<file path="src/hw/rtl/mfq_pkg.sv">
package mfq_pkg;

    // Sequencer states; the datapath acts on the state it is handed.
    typedef enum logic [3:0] {
        ST_IDLE,
        ST_DECODE,
        ST_WAKE,
        ST_SLICE0,
        ST_AGE_RD,
        ST_AGE_Q,
        ST_AGE_P,
        ST_RUN,
        ST_SHIFT_RD,
        ST_SHIFT_WR,
        ST_PUSH,
        ST_HEAD,
        ST_RESULT
    } state_t;

    typedef struct packed {
        state_t op;
        logic   accept;
    } ctrl_t;

    typedef struct packed {
        logic wake_ok;
        logic slice_ok;
        logic age_end;
        logic lv_zero;
        logic q_self;
        logic remove_need;
        logic shift_end;
        logic push_en;
        logic out_free;
    } status_t;

    localparam logic [1:0] CMD_ADMIT = 2'd0;
    localparam logic [1:0] CMD_WAKE  = 2'd1;
    localparam logic [1:0] CMD_SLICE = 2'd2;

    localparam logic [2:0] CFG_QUANTUM_TOP    = 3'd0;
    localparam logic [2:0] CFG_QUANTUM_SECOND = 3'd1;
    localparam logic [2:0] CFG_QUANTUM_THIRD  = 3'd2;
    localparam logic [2:0] CFG_AGING_SECOND   = 3'd3;
    localparam logic [2:0] CFG_AGING_THIRD    = 3'd4;
    localparam logic [2:0] CFG_AGING_BOTTOM   = 3'd5;

    localparam logic [5:0] QUANTUM_TOP_RST    = 6'd8;
    localparam logic [5:0] QUANTUM_SECOND_RST = 6'd16;
    localparam logic [5:0] QUANTUM_THIRD_RST  = 6'd32;
    localparam logic [8:0] AGING_SECOND_RST   = 9'd160;
    localparam logic [8:0] AGING_THIRD_RST    = 9'd320;
    localparam logic [8:0] AGING_BOTTOM_RST   = 9'd500;

    localparam logic [8:0] WAIT_MAX    = 9'd511;
    localparam logic [5:0] RUN_MAX     = 6'd63;
    localparam logic [1:0] TOP_LEVEL   = 2'd3;
    localparam int         ID_SPACE    = 64;
    localparam int         LEVEL_COUNT = 4;

endpackage

</file>
<file path="src/hw/rtl/mfq_ctrl.sv">
module mfq_ctrl
    import mfq_pkg::*;
(
    input  logic    clk,
    input  logic    rst_n,
    input  logic    in_valid,
    output logic    in_ready,
    input  status_t status,
    output ctrl_t   ctrl
);

    state_t state_reg;
    state_t state_next;

    always_ff @(posedge clk or negedge rst_n)
    begin
        if (!rst_n)
        begin
            state_reg <= ST_IDLE;
        end
        else
        begin
            state_reg <= state_next;
        end
    end

    always_comb
    begin
        state_next  = state_reg;
        in_ready    = 1'b0;
        ctrl.op     = state_reg;
        ctrl.accept = 1'b0;
        unique case (state_reg)
            ST_IDLE:
            begin
                in_ready = 1'b1;
                if (in_valid)
                begin
                    ctrl.accept = 1'b1;
                    state_next  = ST_DECODE;
                end
            end
            ST_DECODE:
            begin
                priority if (status.wake_ok)
                    state_next = ST_WAKE;
                else if (status.slice_ok)
                    state_next = ST_SLICE0;
                else
                    state_next = ST_HEAD;
            end
            ST_WAKE:     state_next = ST_HEAD;
            ST_SLICE0:   state_next = ST_AGE_RD;
            ST_AGE_RD:
            begin
                if (!status.age_end)
                    state_next = ST_AGE_Q;
                else if (status.lv_zero)
                    state_next = ST_RUN;
            end
            ST_AGE_Q:    state_next = status.q_self ? ST_AGE_RD : ST_AGE_P;
            ST_AGE_P:    state_next = ST_AGE_RD;
            ST_RUN:      state_next = status.remove_need ? ST_SHIFT_RD : ST_HEAD;
            ST_SHIFT_RD:
            begin
                if (!status.shift_end)
                    state_next = ST_SHIFT_WR;
                else
                    state_next = status.push_en ? ST_PUSH : ST_HEAD;
            end
            ST_SHIFT_WR: state_next = ST_SHIFT_RD;
            ST_PUSH:     state_next = ST_HEAD;
            ST_HEAD:     state_next = ST_RESULT;
            ST_RESULT:
            begin
                if (status.out_free)
                    state_next = ST_IDLE;
            end
            default:     state_next = ST_IDLE;
        endcase
    end

endmodule

</file>
<file path="src/hw/rtl/mfq_datapath.sv">
module mfq_datapath
    import mfq_pkg::*;
#(
    parameter int PROCESS_COUNT = 64
)
(
    input  logic       clk,
    input  logic       rst_n,
    input  logic       cfg_we,
    input  logic [2:0] cfg_index,
    input  logic [8:0] cfg_data,
    input  logic [1:0] command,
    input  logic [5:0] process,
    input  logic       still_runnable,
    output logic       out_valid,
    input  logic       out_ready,
    output logic       next_valid,
    output logic [5:0] next_process,
    output logic [1:0] next_level,
    output logic       rejected,
    output logic       demoted,
    output logic [6:0] promoted_count,
    input  ctrl_t      ctrl,
    output status_t    status
);

    localparam int SLOTS = (PROCESS_COUNT < ID_SPACE) ? PROCESS_COUNT : ID_SPACE;
    localparam int SW    = $clog2(SLOTS);
    localparam int LW    = $clog2(SLOTS + 1);
    localparam int QW    = 2 + SW;
    localparam int QD    = LEVEL_COUNT * (1 << SW);

    // Process record: level, run count, wait count.
    localparam logic [16:0] REC_RST = {TOP_LEVEL, 6'd0, 9'd0};

    logic [5:0]  queue_mem [QD];
    logic [16:0] proc_mem  [SLOTS];

    logic [5:0] q_top_reg, q_top_next, q_sec_reg, q_sec_next, q_thr_reg, q_thr_next;
    logic [8:0] a_sec_reg, a_sec_next, a_thr_reg, a_thr_next, a_bot_reg, a_bot_next;

    logic [1:0]       cmd_reg, cmd_next;
    logic [5:0]       p_reg, p_next;
    logic             runnable_reg, runnable_next;
    logic [SLOTS-1:0] queued_reg, queued_next;
    logic [SLOTS-1:0] touched_reg, touched_next;
    logic [LW-1:0]    len_reg [LEVEL_COUNT];
    logic [LW-1:0]    len_next [LEVEL_COUNT];
    logic [1:0]       lv_reg, lv_next, cur_reg, cur_next, push_lv_reg, push_lv_next;
    logic [LW-1:0]    i_reg, i_next, k_reg, k_next, pos_reg, pos_next;
    logic [5:0]       prun_reg, prun_next;
    logic             push_en_reg, push_en_next;
    logic [6:0]       promo_reg, promo_next;
    logic             rej_reg, rej_next, dem_reg, dem_next;

    logic       out_valid_reg, out_valid_next, nv_reg, nv_next, orej_reg, orej_next;
    logic       odem_reg, odem_next;
    logic [5:0] np_reg, np_next;
    logic [1:0] nl_reg, nl_next;
    logic [6:0] opc_reg, opc_next;

    logic [5:0]    qm_rdata_reg;
    logic [16:0]   pm_rdata_reg;
    logic          pm_touch_reg;
    logic          qm_we, pm_we;
    logic [QW-1:0] qm_wa, qm_ra;
    logic [5:0]    qm_wd;
    logic [SW-1:0] pm_wa, pm_ra;
    logic [16:0]   pm_wd, pd;

    logic [SW-1:0] p_idx, q_idx;
    logic          in_range, out_free, any;
    logic [1:0]    top, lvl_up, cur_dn;
    logic [LW-1:0] i1;
    logic [8:0]    w, limit;
    logic [5:0]    r, quantum;
    logic          demote;

    assign p_idx    = p_reg[SW-1:0];
    assign q_idx    = qm_rdata_reg[SW-1:0];
    assign in_range = {26'd0, p_reg} < PROCESS_COUNT;
    assign pd       = pm_touch_reg ? pm_rdata_reg : REC_RST;
    assign out_free = !out_valid_reg || out_ready;
    assign i1       = i_reg + LW'(1);
    assign lvl_up   = lv_reg + 2'd1;
    assign cur_dn   = cur_reg - 2'd1;
    assign w        = (pd[8:0] == WAIT_MAX) ? WAIT_MAX : pd[8:0] + 9'd1;
    assign r        = (prun_reg == RUN_MAX) ? RUN_MAX : prun_reg + 6'd1;
    assign demote   = (cur_reg != 2'd0) && (r >= quantum);

    always_comb
    begin
        unique case (lv_reg)
            2'd2:    limit = a_sec_reg;
            2'd1:    limit = a_thr_reg;
            default: limit = a_bot_reg;
        endcase
        unique case (cur_reg)
            2'd3:    quantum = q_top_reg;
            2'd2:    quantum = q_sec_reg;
            default: quantum = q_thr_reg;
        endcase
        any = 1'b1;
        priority if (len_reg[3] != '0) top = 2'd3;
        else if (len_reg[2] != '0)     top = 2'd2;
        else if (len_reg[1] != '0)     top = 2'd1;
        else
        begin
            top = 2'd0;
            any = (len_reg[0] != '0);
        end
    end

    always_comb
    begin
        status.wake_ok     = (cmd_reg == CMD_WAKE) && in_range && !queued_reg[p_idx];
        status.slice_ok    = (cmd_reg == CMD_SLICE) && in_range && queued_reg[p_idx];
        status.age_end     = (i_reg == len_reg[lv_reg]);
        status.lv_zero     = (lv_reg == 2'd0);
        status.q_self      = (qm_rdata_reg == p_reg);
        status.remove_need = !((cur_reg == 2'd0) && runnable_reg);
        status.shift_end   = (i1 >= len_reg[cur_reg]);
        status.push_en     = push_en_reg;
        status.out_free    = out_free;
    end

    always_comb
    begin
        q_top_next = q_top_reg; q_sec_next = q_sec_reg; q_thr_next = q_thr_reg;
        a_sec_next = a_sec_reg; a_thr_next = a_thr_reg; a_bot_next = a_bot_reg;
        cmd_next = cmd_reg; p_next = p_reg; runnable_next = runnable_reg;
        queued_next = queued_reg; touched_next = touched_reg;
        len_next = len_reg;
        lv_next = lv_reg; cur_next = cur_reg; push_lv_next = push_lv_reg;
        i_next = i_reg; k_next = k_reg; pos_next = pos_reg; prun_next = prun_reg;
        push_en_next = push_en_reg; promo_next = promo_reg;
        rej_next = rej_reg; dem_next = dem_reg;
        out_valid_next = out_valid_reg && !out_ready;
        nv_next = nv_reg; np_next = np_reg; nl_next = nl_reg;
        orej_next = orej_reg; odem_next = odem_reg; opc_next = opc_reg;
        qm_we = 1'b0; qm_wa = '0; qm_wd = p_reg;
        qm_ra = {lv_reg, i_reg[SW-1:0]};
        pm_we = 1'b0; pm_wa = p_idx; pm_wd = REC_RST;
        pm_ra = p_idx;

        if (cfg_we)
        begin
            unique case (cfg_index)
                CFG_QUANTUM_TOP:    q_top_next = cfg_data[5:0];
                CFG_QUANTUM_SECOND: q_sec_next = cfg_data[5:0];
                CFG_QUANTUM_THIRD:  q_thr_next = cfg_data[5:0];
                CFG_AGING_SECOND:   a_sec_next = cfg_data;
                CFG_AGING_THIRD:    a_thr_next = cfg_data;
                CFG_AGING_BOTTOM:   a_bot_next = cfg_data;
                default:            ;
            endcase
        end

        unique case (ctrl.op)
            ST_IDLE:
            begin
                if (ctrl.accept)
                begin
                    cmd_next = command; p_next = process; runnable_next = still_runnable;
                    rej_next = 1'b0; dem_next = 1'b0; promo_next = '0;
                end
            end
            ST_DECODE:
            begin
                if ((cmd_reg == CMD_ADMIT) || (cmd_reg == CMD_WAKE))
                begin
                    if (!in_range || queued_reg[p_idx])
                        rej_next = 1'b1;
                    else if (cmd_reg == CMD_ADMIT)
                    begin
                        pm_we = 1'b1;
                        touched_next[p_idx] = 1'b1;
                        queued_next[p_idx]  = 1'b1;
                        qm_we = 1'b1;
                        qm_wa = {TOP_LEVEL, len_reg[3][SW-1:0]};
                        len_next[3] = len_reg[3] + LW'(1);
                    end
                end
            end
            ST_WAKE:
            begin
                queued_next[p_idx] = 1'b1;
                qm_we = 1'b1;
                qm_wa = {pd[16:15], len_reg[pd[16:15]][SW-1:0]};
                len_next[pd[16:15]] = len_reg[pd[16:15]] + LW'(1);
            end
            ST_SLICE0:
            begin
                cur_next  = pd[16:15];
                prun_next = pd[14:9];
                pm_we = 1'b1;
                pm_wd = {pd[16:9], 9'd0};
                touched_next[p_idx] = 1'b1;
                lv_next = TOP_LEVEL; i_next = '0; k_next = '0;
            end
            ST_AGE_RD:
            begin
                if (i_reg == len_reg[lv_reg])
                begin
                    len_next[lv_reg] = k_reg;
                    if (lv_reg != 2'd0)
                    begin
                        lv_next = lv_reg - 2'd1; i_next = '0; k_next = '0;
                    end
                end
            end
            ST_AGE_Q:
            begin
                pm_ra = q_idx;
                if (qm_rdata_reg == p_reg)
                begin
                    qm_we = 1'b1;
                    qm_wa = {lv_reg, k_reg[SW-1:0]};
                    pos_next = k_reg;
                    k_next = k_reg + LW'(1);
                    i_next = i1;
                end
            end
            ST_AGE_P:
            begin
                // The queue entry read last cycle is still in the read register.
                pm_we = 1'b1;
                pm_wa = q_idx;
                qm_we = 1'b1;
                qm_wd = qm_rdata_reg;
                touched_next[q_idx] = 1'b1;
                i_next = i1;
                if ((lv_reg != TOP_LEVEL) && (w >= limit))
                begin
                    pm_wd = {lvl_up, 6'd0, 9'd0};
                    qm_wa = {lvl_up, len_reg[lvl_up][SW-1:0]};
                    len_next[lvl_up] = len_reg[lvl_up] + LW'(1);
                    promo_next = promo_reg + 7'd1;
                end
                else
                begin
                    pm_wd = {lv_reg, pd[14:9], w};
                    qm_wa = {lv_reg, k_reg[SW-1:0]};
                    k_next = k_reg + LW'(1);
                end
            end
            ST_RUN:
            begin
                pm_we = 1'b1;
                i_next = pos_reg;
                if (demote)
                begin
                    pm_wd = {cur_dn, 6'd0, 9'd0};
                    dem_next = 1'b1;
                    push_en_next = runnable_reg;
                    push_lv_next = cur_dn;
                    if (!runnable_reg)
                        queued_next[p_idx] = 1'b0;
                end
                else
                begin
                    pm_wd = {cur_reg, r, 9'd0};
                    push_lv_next = cur_reg;
                    push_en_next = runnable_reg && (cur_reg != 2'd0);
                    if (!runnable_reg)
                        queued_next[p_idx] = 1'b0;
                end
            end
            ST_SHIFT_RD:
            begin
                qm_ra = {cur_reg, i1[SW-1:0]};
                if (i1 >= len_reg[cur_reg])
                    len_next[cur_reg] = len_reg[cur_reg] - LW'(1);
            end
            ST_SHIFT_WR:
            begin
                qm_we = 1'b1;
                qm_wa = {cur_reg, i_reg[SW-1:0]};
                qm_wd = qm_rdata_reg;
                i_next = i1;
            end
            ST_PUSH:
            begin
                qm_we = 1'b1;
                qm_wa = {push_lv_reg, len_reg[push_lv_reg][SW-1:0]};
                len_next[push_lv_reg] = len_reg[push_lv_reg] + LW'(1);
            end
            ST_HEAD:
            begin
                qm_ra = {top, {SW{1'b0}}};
            end
            ST_RESULT:
            begin
                // Keep reading the head so the data survives a stalled output.
                qm_ra = {top, {SW{1'b0}}};
                if (out_free)
                begin
                    out_valid_next = 1'b1;
                    nv_next   = any;
                    np_next   = any ? qm_rdata_reg : 6'd0;
                    nl_next   = top;
                    orej_next = rej_reg;
                    odem_next = dem_reg;
                    opc_next  = promo_reg;
                end
            end
            default: ;
        endcase
    end

    always_ff @(posedge clk)
    begin
        if (qm_we)
            queue_mem[qm_wa] <= qm_wd;
        if (pm_we)
            proc_mem[pm_wa] <= pm_wd;
        qm_rdata_reg <= queue_mem[qm_ra];
        pm_rdata_reg <= proc_mem[pm_ra];
        pm_touch_reg <= touched_next[pm_ra] & touched_reg[pm_ra];
    end

    always_ff @(posedge clk or negedge rst_n)
    begin
        if (!rst_n)
        begin
            q_top_reg <= QUANTUM_TOP_RST; q_sec_reg <= QUANTUM_SECOND_RST;
            q_thr_reg <= QUANTUM_THIRD_RST;
            a_sec_reg <= AGING_SECOND_RST; a_thr_reg <= AGING_THIRD_RST;
            a_bot_reg <= AGING_BOTTOM_RST;
            queued_reg  <= '0;
            touched_reg <= '0;
            for (int n = 0; n < LEVEL_COUNT; n++)
                len_reg[n] <= '0;
            out_valid_reg <= 1'b0;
        end
        else
        begin
            q_top_reg <= q_top_next; q_sec_reg <= q_sec_next; q_thr_reg <= q_thr_next;
            a_sec_reg <= a_sec_next; a_thr_reg <= a_thr_next; a_bot_reg <= a_bot_next;
            queued_reg  <= queued_next;
            touched_reg <= touched_next;
            len_reg     <= len_next;
            out_valid_reg <= out_valid_next;
        end
    end

    always_ff @(posedge clk)
    begin
        cmd_reg <= cmd_next; p_reg <= p_next; runnable_reg <= runnable_next;
        lv_reg <= lv_next; cur_reg <= cur_next; push_lv_reg <= push_lv_next;
        i_reg <= i_next; k_reg <= k_next; pos_reg <= pos_next; prun_reg <= prun_next;
        push_en_reg <= push_en_next; promo_reg <= promo_next;
        rej_reg <= rej_next; dem_reg <= dem_next;
        nv_reg <= nv_next; np_reg <= np_next; nl_reg <= nl_next;
        orej_reg <= orej_next; odem_reg <= odem_next; opc_reg <= opc_next;
    end

    assign out_valid      = out_valid_reg;
    assign next_valid     = nv_reg;
    assign next_process   = np_reg;
    assign next_level     = nl_reg;
    assign rejected       = orej_reg;
    assign demoted        = odem_reg;
    assign promoted_count = opc_reg;

endmodule

</file>
<file path="src/hw/rtl/multilevel_feedback_queue_scheduler.sv">
// Four-level feedback scheduler: one item in, one result out, one item at a time.
// Admit and ignored events pass decode, head read and result; a wake adds a queue
// write. Slice done walks every queued process through the aging step (queue read,
// self check, record update, the last skipped for the reporter), then, unless the
// reporter stays runnable on the bottom level, closes the gap it left by moving each
// entry behind it forward with a read and a write. After each result the block
// returns to idle and takes the next item there, also while the last result still
// waits in the output register. The user must write configuration through cfg_we,
// cfg_index and cfg_data while the block is idle; the block does not enforce it.
module multilevel_feedback_queue_scheduler
    import mfq_pkg::*;
#(
    parameter int PROCESS_COUNT = 64
)
(
    input  logic       clk,
    input  logic       rst_n,
    input  logic       cfg_we,
    input  logic [2:0] cfg_index,
    input  logic [8:0] cfg_data,
    input  logic       in_valid,
    output logic       in_ready,
    input  logic [1:0] command,
    input  logic [5:0] process,
    input  logic       still_runnable,
    output logic       out_valid,
    input  logic       out_ready,
    output logic       next_valid,
    output logic [5:0] next_process,
    output logic [1:0] next_level,
    output logic       rejected,
    output logic       demoted,
    output logic [6:0] promoted_count
);

    ctrl_t   ctrl;
    status_t status;

    mfq_ctrl u_ctrl (
        .clk      (clk),
        .rst_n    (rst_n),
        .in_valid (in_valid),
        .in_ready (in_ready),
        .status   (status),
        .ctrl     (ctrl)
    );

    mfq_datapath #(
        .PROCESS_COUNT (PROCESS_COUNT)
    ) u_datapath (
        .clk            (clk),
        .rst_n          (rst_n),
        .cfg_we         (cfg_we),
        .cfg_index      (cfg_index),
        .cfg_data       (cfg_data),
        .command        (command),
        .process        (process),
        .still_runnable (still_runnable),
        .out_valid      (out_valid),
        .out_ready      (out_ready),
        .next_valid     (next_valid),
        .next_process   (next_process),
        .next_level     (next_level),
        .rejected       (rejected),
        .demoted        (demoted),
        .promoted_count (promoted_count),
        .ctrl           (ctrl),
        .status         (status)
    );

endmodule

</file>
<file path="config.mk">
export PLATFORM = sky130hd
export DESIGN_NAME = multilevel_feedback_queue_scheduler
export DESIGN_NICKNAME = d
export VERILOG_FILES = /design/src/hw/rtl/mfq_pkg.sv /design/src/hw/rtl/mfq_ctrl.sv /design/src/hw/rtl/mfq_datapath.sv /design/src/hw/rtl/multilevel_feedback_queue_scheduler.sv
export SDC_FILE = /design/constraint.sdc
export NUM_CORES = 2
export LEC_CHECK = 0
export ABC_AREA = 1
export BUFFER_PORTS_ARGS = -buffer_cell sky130_fd_sc_hd__buf_4
export CAP_MARGIN = 25
export CORE_UTILIZATION = 50
export CTS_CLUSTER_DIAMETER = 50
export DETAILED_ROUTE_END_ITERATION = 16
export PLACE_DENSITY = 0.7
export SLEW_MARGIN = 20
export SYNTH_ARGS = -nofsm -noshare
export SYNTH_HDL_FRONTEND = slang
export SYNTH_SLANG_ARGS = --single-unit
</file>
<file path="constraint.sdc">
create_clock -name clk -period 12.4 [get_ports clk]
set_input_delay 1.24 -clock clk [delete_from_list [all_inputs] [get_ports clk]]
set_output_delay 1.24 -clock clk [all_outputs]
set_load 0.005 [all_outputs]
</file>
# After elaboration in Yosys (flattened, before gate mapping)
# Memories as Yosys holds them, arrays and structs flattened. A register that Yosys moved wholly into a read port is not among the register bits.
# Cells that the tools add are included.
# word_totals
ram_bits,2624
memories,2
out_inout_bits,20
regBits,277
# op_classes
order_cmp,18
bitwise_logic,11
n_reduce_logical,64
muxes,128
add_sub_neg,13
eq_ne,44
# memory_table
name,words,word_bits,read_ports,rd_clocked_by_memory_dff,write_ports,line_no,source
u_datapath.queue_mem,256,6,1,1,1,mfq_datapath.sv:36,logic [5:0] queue_mem [QD];
u_datapath.proc_mem,64,17,1,1,1,mfq_datapath.sv:37,logic [16:0] proc_mem [SLOTS];
# ops
operator,n
$mux 64,7
$pmux 64 s3,2
$or 64x64->64,3
$mux 7,25
$bwmux 28,5
$pmux 21 s5,1
$mux 28,3
$bmux 7 s2,5
$demux 7 s2,5
$and 64x64->64,1
$not 64->64,1
$mux 17,3
$pmux 17 s3,1
$add 7x1->7 const B,7
$pmux 8 s6,1
$pmux 4 s11,1
$pmux 7 s6,1
$mux 8,5
$pmux 7 s5,1
$mux 1,28
$mux 4,7
$pmux 7 s4,1
$reduce_bool 7->1,4
$mux 6,4
60 further kinds,156

# Logic depth before layout (Yosys ltp)
# depth
depth_word,12
ltp_mapped,32
ltp_nobuf,30

# Hierarchy
# A second synthesis with hierarchy kept.
# unflattened
hier_cells,12516
area_unflattened_um2,130307.5
# modules_own_cells
mod,area_per_inst_um2,n_inst,cells_each,seq_area_each_um2
mfq_datapath,129958.4,1,12458,86449.2
mfq_ctrl,349.1,1,58,100.1

# Worst setup path before layout
# Ideal clock, no wire load.
# synth_timing
path_kind,flip-flop to flip-flop
startpoint,register u_ctrl.state_reg[1]
endpoint,"memory u_datapath.queue_mem[0][0], data pin"
setup_slack_ns,-0.966
synth_period_minus_slack_ns,13.366
path_stages_with_launch,9
path_buffers,2
t_arrival_ns,11.178
cell_sequence,dfrtp_1 > inv_1 > nor2_1 > inv_1 > nor2_1 > buf_2 > nor2_1 > clkbuf_1 > o21ai_0
# synth_between
elab_chain_cells,3
word_cells_on_any_way,4
classes_between,2 x eq/ne; 1 x mux; 1 x reduce/logical
# synth_lines
item,line_no,source
start: declaration,mfq_ctrl.sv:12,state_t state_reg;
start signal: assignment,mfq_ctrl.sv:23,state_reg <= state_next;
$eq 4x3->1 / $eq 4x4->1 (equally long branches),mfq_datapath.sv:159,unique case (ctrl.op)
$reduce_or 2->1 (no line) (*),-,
$mux 6 (*),mfq_datapath.sv:159,
named net u_datapath.qm_wd[0],mfq_datapath.sv:67,logic [5:0] qm_wd;
end: declaration,mfq_datapath.sv:36,
# Mark *: on every way through the listed nets, which the timed path passes. The rest lies on a longest branch.

# Worst setup path in the final report
# layout_timing
startpoint,register u_datapath.lv_reg[1]
endpoint,"memory u_datapath.queue_mem[74][3], enable pin"
# layout_between
elab_chain_cells,7
word_cells_on_any_way,14
classes_between,1 x add/sub; 1 x order compare; 3 x eq/ne; 7 x mux; 1 x bitwise; 1 x reduce/logical
# layout_lines
item,line_no,source
start: declaration,mfq_datapath.sv:49,"logic [1:0] lv_reg, lv_next, cur_reg, cur_next, push_lv_reg, push_lv_next;"
start signal: assignment,mfq_datapath.sv:350,lv_reg <= lv_next; cur_reg <= cur_next; push_lv_reg <= push_lv_next;
"parallel branches: the longest is 6 deep, another holds $ge 9x9->1",-,
$pmux 8 s6 (*),mfq_datapath.sv:159,
# Mark *: on every way between the ends. The select of a mux whose other input is x is not followed.

==> results.tsv <==
metric	value	unit
yosys_register_bits	2924	
path_clk_slew	0.06	ns
skew	0.07334	ns
wirelength	387300	um
run_status	finished clean	
worstSetupPathType	flip-flop to flip-flop	
synth_cells	12410	
clock_latency	0.89	ns
fmax	150.6	MHz
vias	95430	
rr_worst_depth	20	
multi_input_area	35400	sq um
fillers	21020	
io_buffer_count	45	
final.setup.tns	0	ns
power_frac_seq	0.339	
drc	0	
gr-usage-all-layers	0.2888	
slew_headroom	0.2106	
antenna_found_initial	9	
synth-seq-area-share	0.6668	
ant_nets	0	
dp_hpwl	227600	um
setup_viol	0	
ios	46	
grt_pass1_vias	90820	
layout_common_cells	edfxtp_1, nand2_1, nand3_1, inv_1, nor2_1	
post-place-ws	5.856	ns
slew_violations	0	
switchingPower	15.35	mW
fin_nets	12320	
rows	186	
synth_cell_types	59	
finalHoldViolations	0	
drv_cap	0	
synth_nets	12470	
cts_tree	yes	
postSynthAreaPerCell	10.46	sq um
post-route-min-period	6.640	ns
yosys_warnings	0	
start_util	0.5042	
hold_buffers	0	
synthArstFlopShare	0.07045	
htreeDepth	5	
power_frac_clock	0.267	
end_kind	flip-flop	
post_cts_resized	0	
numClockSinks	2924	
cts_setup_buffers	0	
largest_register_ffs	1536	
met1_usage	0.4026	
worstSetupStartpoint	u_datapath.lv_reg[1]$_SDFFCE_PN1P_	
p_int	21.38	mW
drive_above_1_share	0.07488	
hold_class	input port to async pin	
grt-busiest-layer	met2	
use_met3	0.06490	
synth_edf_count	2694	
final_common_cell	edfxtp_1	
netlist_area	129800	sq um
grt_overflow	0	
place_congestion	1.007	
routed_via_density	5.996	
area_growth	11.62	%
core-area	257400	sq um
required	12.88	ns
p_leak	56.15	nW
p_comb_frac	0.394	
power.density	253.5	nW/um^2
synth_ff_type	edfxtp_1	
die_width	511.5	um
grt_start_max_net_pins	252	
rsz0062_at_grt	no	
dieArea	261600	sq um
rr_startpoint	u_datapath.lv_reg[1]$_SDFFCE_PN1P_	
cts_buffer_depth	4	
dr.pass1.iters	7	
period_share	0.5355	
cts_inserted_buffers	337	
setup.worst_path.start_class	flip-flop	
regArea	86550	sq um
worstPathArrival	7.12	ns
cp_max_fo	19	
p_sw_frac	0.4179	
ir_drop	0.6516	mV
root_buffer	clkbuf_16	
grt_pass1_wl	569800	um
layout_setup_ws	5.760	ns
wire_per_inst	24.33	um
tightest_slew	1.184	ns
met2_usage	0.4401	
die_h	511.5	um
drt_iter0_drc	12620	
==> cells by family (layout without fill, tap and decap cells) <==
kind of cell	Yosys count	count (layout)	share of synthesized area
other	0	5	0
adder cells (fa/ha/maj)	42	42	0.004049
flip-flops	2924	2924	0.6668
buffers and inverters	2160	2281	0.06480
XOR/XNOR	31	31	0.002092
AO/OA/AOI/OAI	1935	1935	0.08943
AND/OR/NAND/NOR	5313	5313	0.1728
==> synthesized netlist by cell type (6+ instances only) <==
cell type     n  share of area
a21oi_1     163         0.0063
a221oi_1     17         0.0011
a22o_1        7        0.00047
a22oi_1      26         0.0015
a31oi_1      37         0.0018
buf_1        62         0.0018
buf_2       209         0.0081
buf_4         9        0.00052
clkbuf_1    469          0.014
clkinv_1     20        0.00058
dfrtp_1     193          0.037
dfstp_2      13         0.0026
dfxtp_1      24         0.0037
edfxtp_1   2694           0.62
ha_1         42         0.0040
inv_1      1378          0.040
inv_2        12        0.00035
nand2_1    2467          0.071
nand2_2      29         0.0014
nand3_1    1545          0.060
nand3b_1      9        0.00052
nand4_1      83         0.0040
nor2_1     1104          0.032
nor2_2       11        0.00053
nor2_4        7        0.00061
nor3_1       23        0.00089
nor4_1        7        0.00034
o2111ai_1    42         0.0028
o211ai_1    285          0.016
o21a_1        6        0.00035
o21ai_0    1002          0.039
o21ai_1      19        0.00073
o221ai_1    137         0.0092
o22ai_1     160         0.0077
xnor2_1       8        0.00054
xor2_1       23         0.0016
==> routing by layer <==
layer / wire (um) / share of wire / up-vias
met1: 154100 / 0.40 / 46260
met5: 17 / 0.000044 / -
met3: 44910 / 0.12 / 898
met2: 172400 / 0.45 / 5566
li1: - / - / 42700
met4: 15880 / 0.041 / 2
==> stage by stage <==
step | cells | hold WS (ns) | power (mW) | util | instance area, sq um
floorplan | 12410 | 0.4003 | 22.05 | - | 129800
global placement | 15270 | 0.4150 | 26.40 | 0.5183 | 133400
detailed placement | 15300 | 0.4257 | 26.65 | 0.5199 | 133800
CTS | 15910 | 0.4240 | 36.40 | 0.5625 | 144800
global route | 15910 | 0.4599 | 38.27 | 0.5628 | 144900
finish | 15920 | 0.4244 | 36.73 | 0.5628 | 144900
==> final cells by class <==
cell class	count	share of cell area
antenna	5	0.00008637
multi-input combinational	7321	0.2444
clock buffer	398	0.06068
tap	3384	0.02923
inverter	1410	0.03670
clock inverter	212	0.01500
sequential	2924	0.5974
timing repair buffer	261	0.01651
==> critical path, cell delays in order, from the launching register on <==
cell and delay, ns:
edfxtp_1 0.66, clkinv_1 0.42, ha_1 0.79, inv_2 0.30
a221o_1 0.32, o21ai_0 0.08, inv_1 0.08, ha_1 0.28
nand2_1 0.06, nor2_1 0.09, nand3b_1 0.08, nand4_1 0.16
nand2_1 0.20, nand2_1 0.41, nand2_1 0.13, nand2_1 0.08
nand4_1 0.22, and2b_1 0.36, nand2_1 0.54, buf_4 0.52
nor2_1 0.45
==> power groups by stage <==
stage | combinational, mW | clock (mW) | sequential, mW
6_report | 14.5 | 9.80 | 12.4
5_1_grt | 15.6 | 10.2 | 12.5
4_1_cts | 14.1 | 9.88 | 12.4
3_5_place_dp | 14.0 | 0 | 12.6
3_3_place_gp | 13.8 | 0 | 12.6
2_1_floorplan | 9.05 | 0 | 13.0
==> path summary, 6_finish.rpt <==
path,end,slack (ns)
max,u_datapath.queue_mem[74][3]$_DFFE_PP_,5.76
max in group asynchronous,async pin,10.66
min reg2reg,u_datapath.demoted$_DFFE_PP_,0.44
min,u_ctrl.state_reg[0]$_DFFE_PN0P_,0.42
min in group clk,u_datapath.demoted$_DFFE_PP_,0.44
max reg2reg,u_datapath.queue_mem[74][3]$_DFFE_PP_,5.76
No activity file was read; power rests on OpenSTA's default activity.
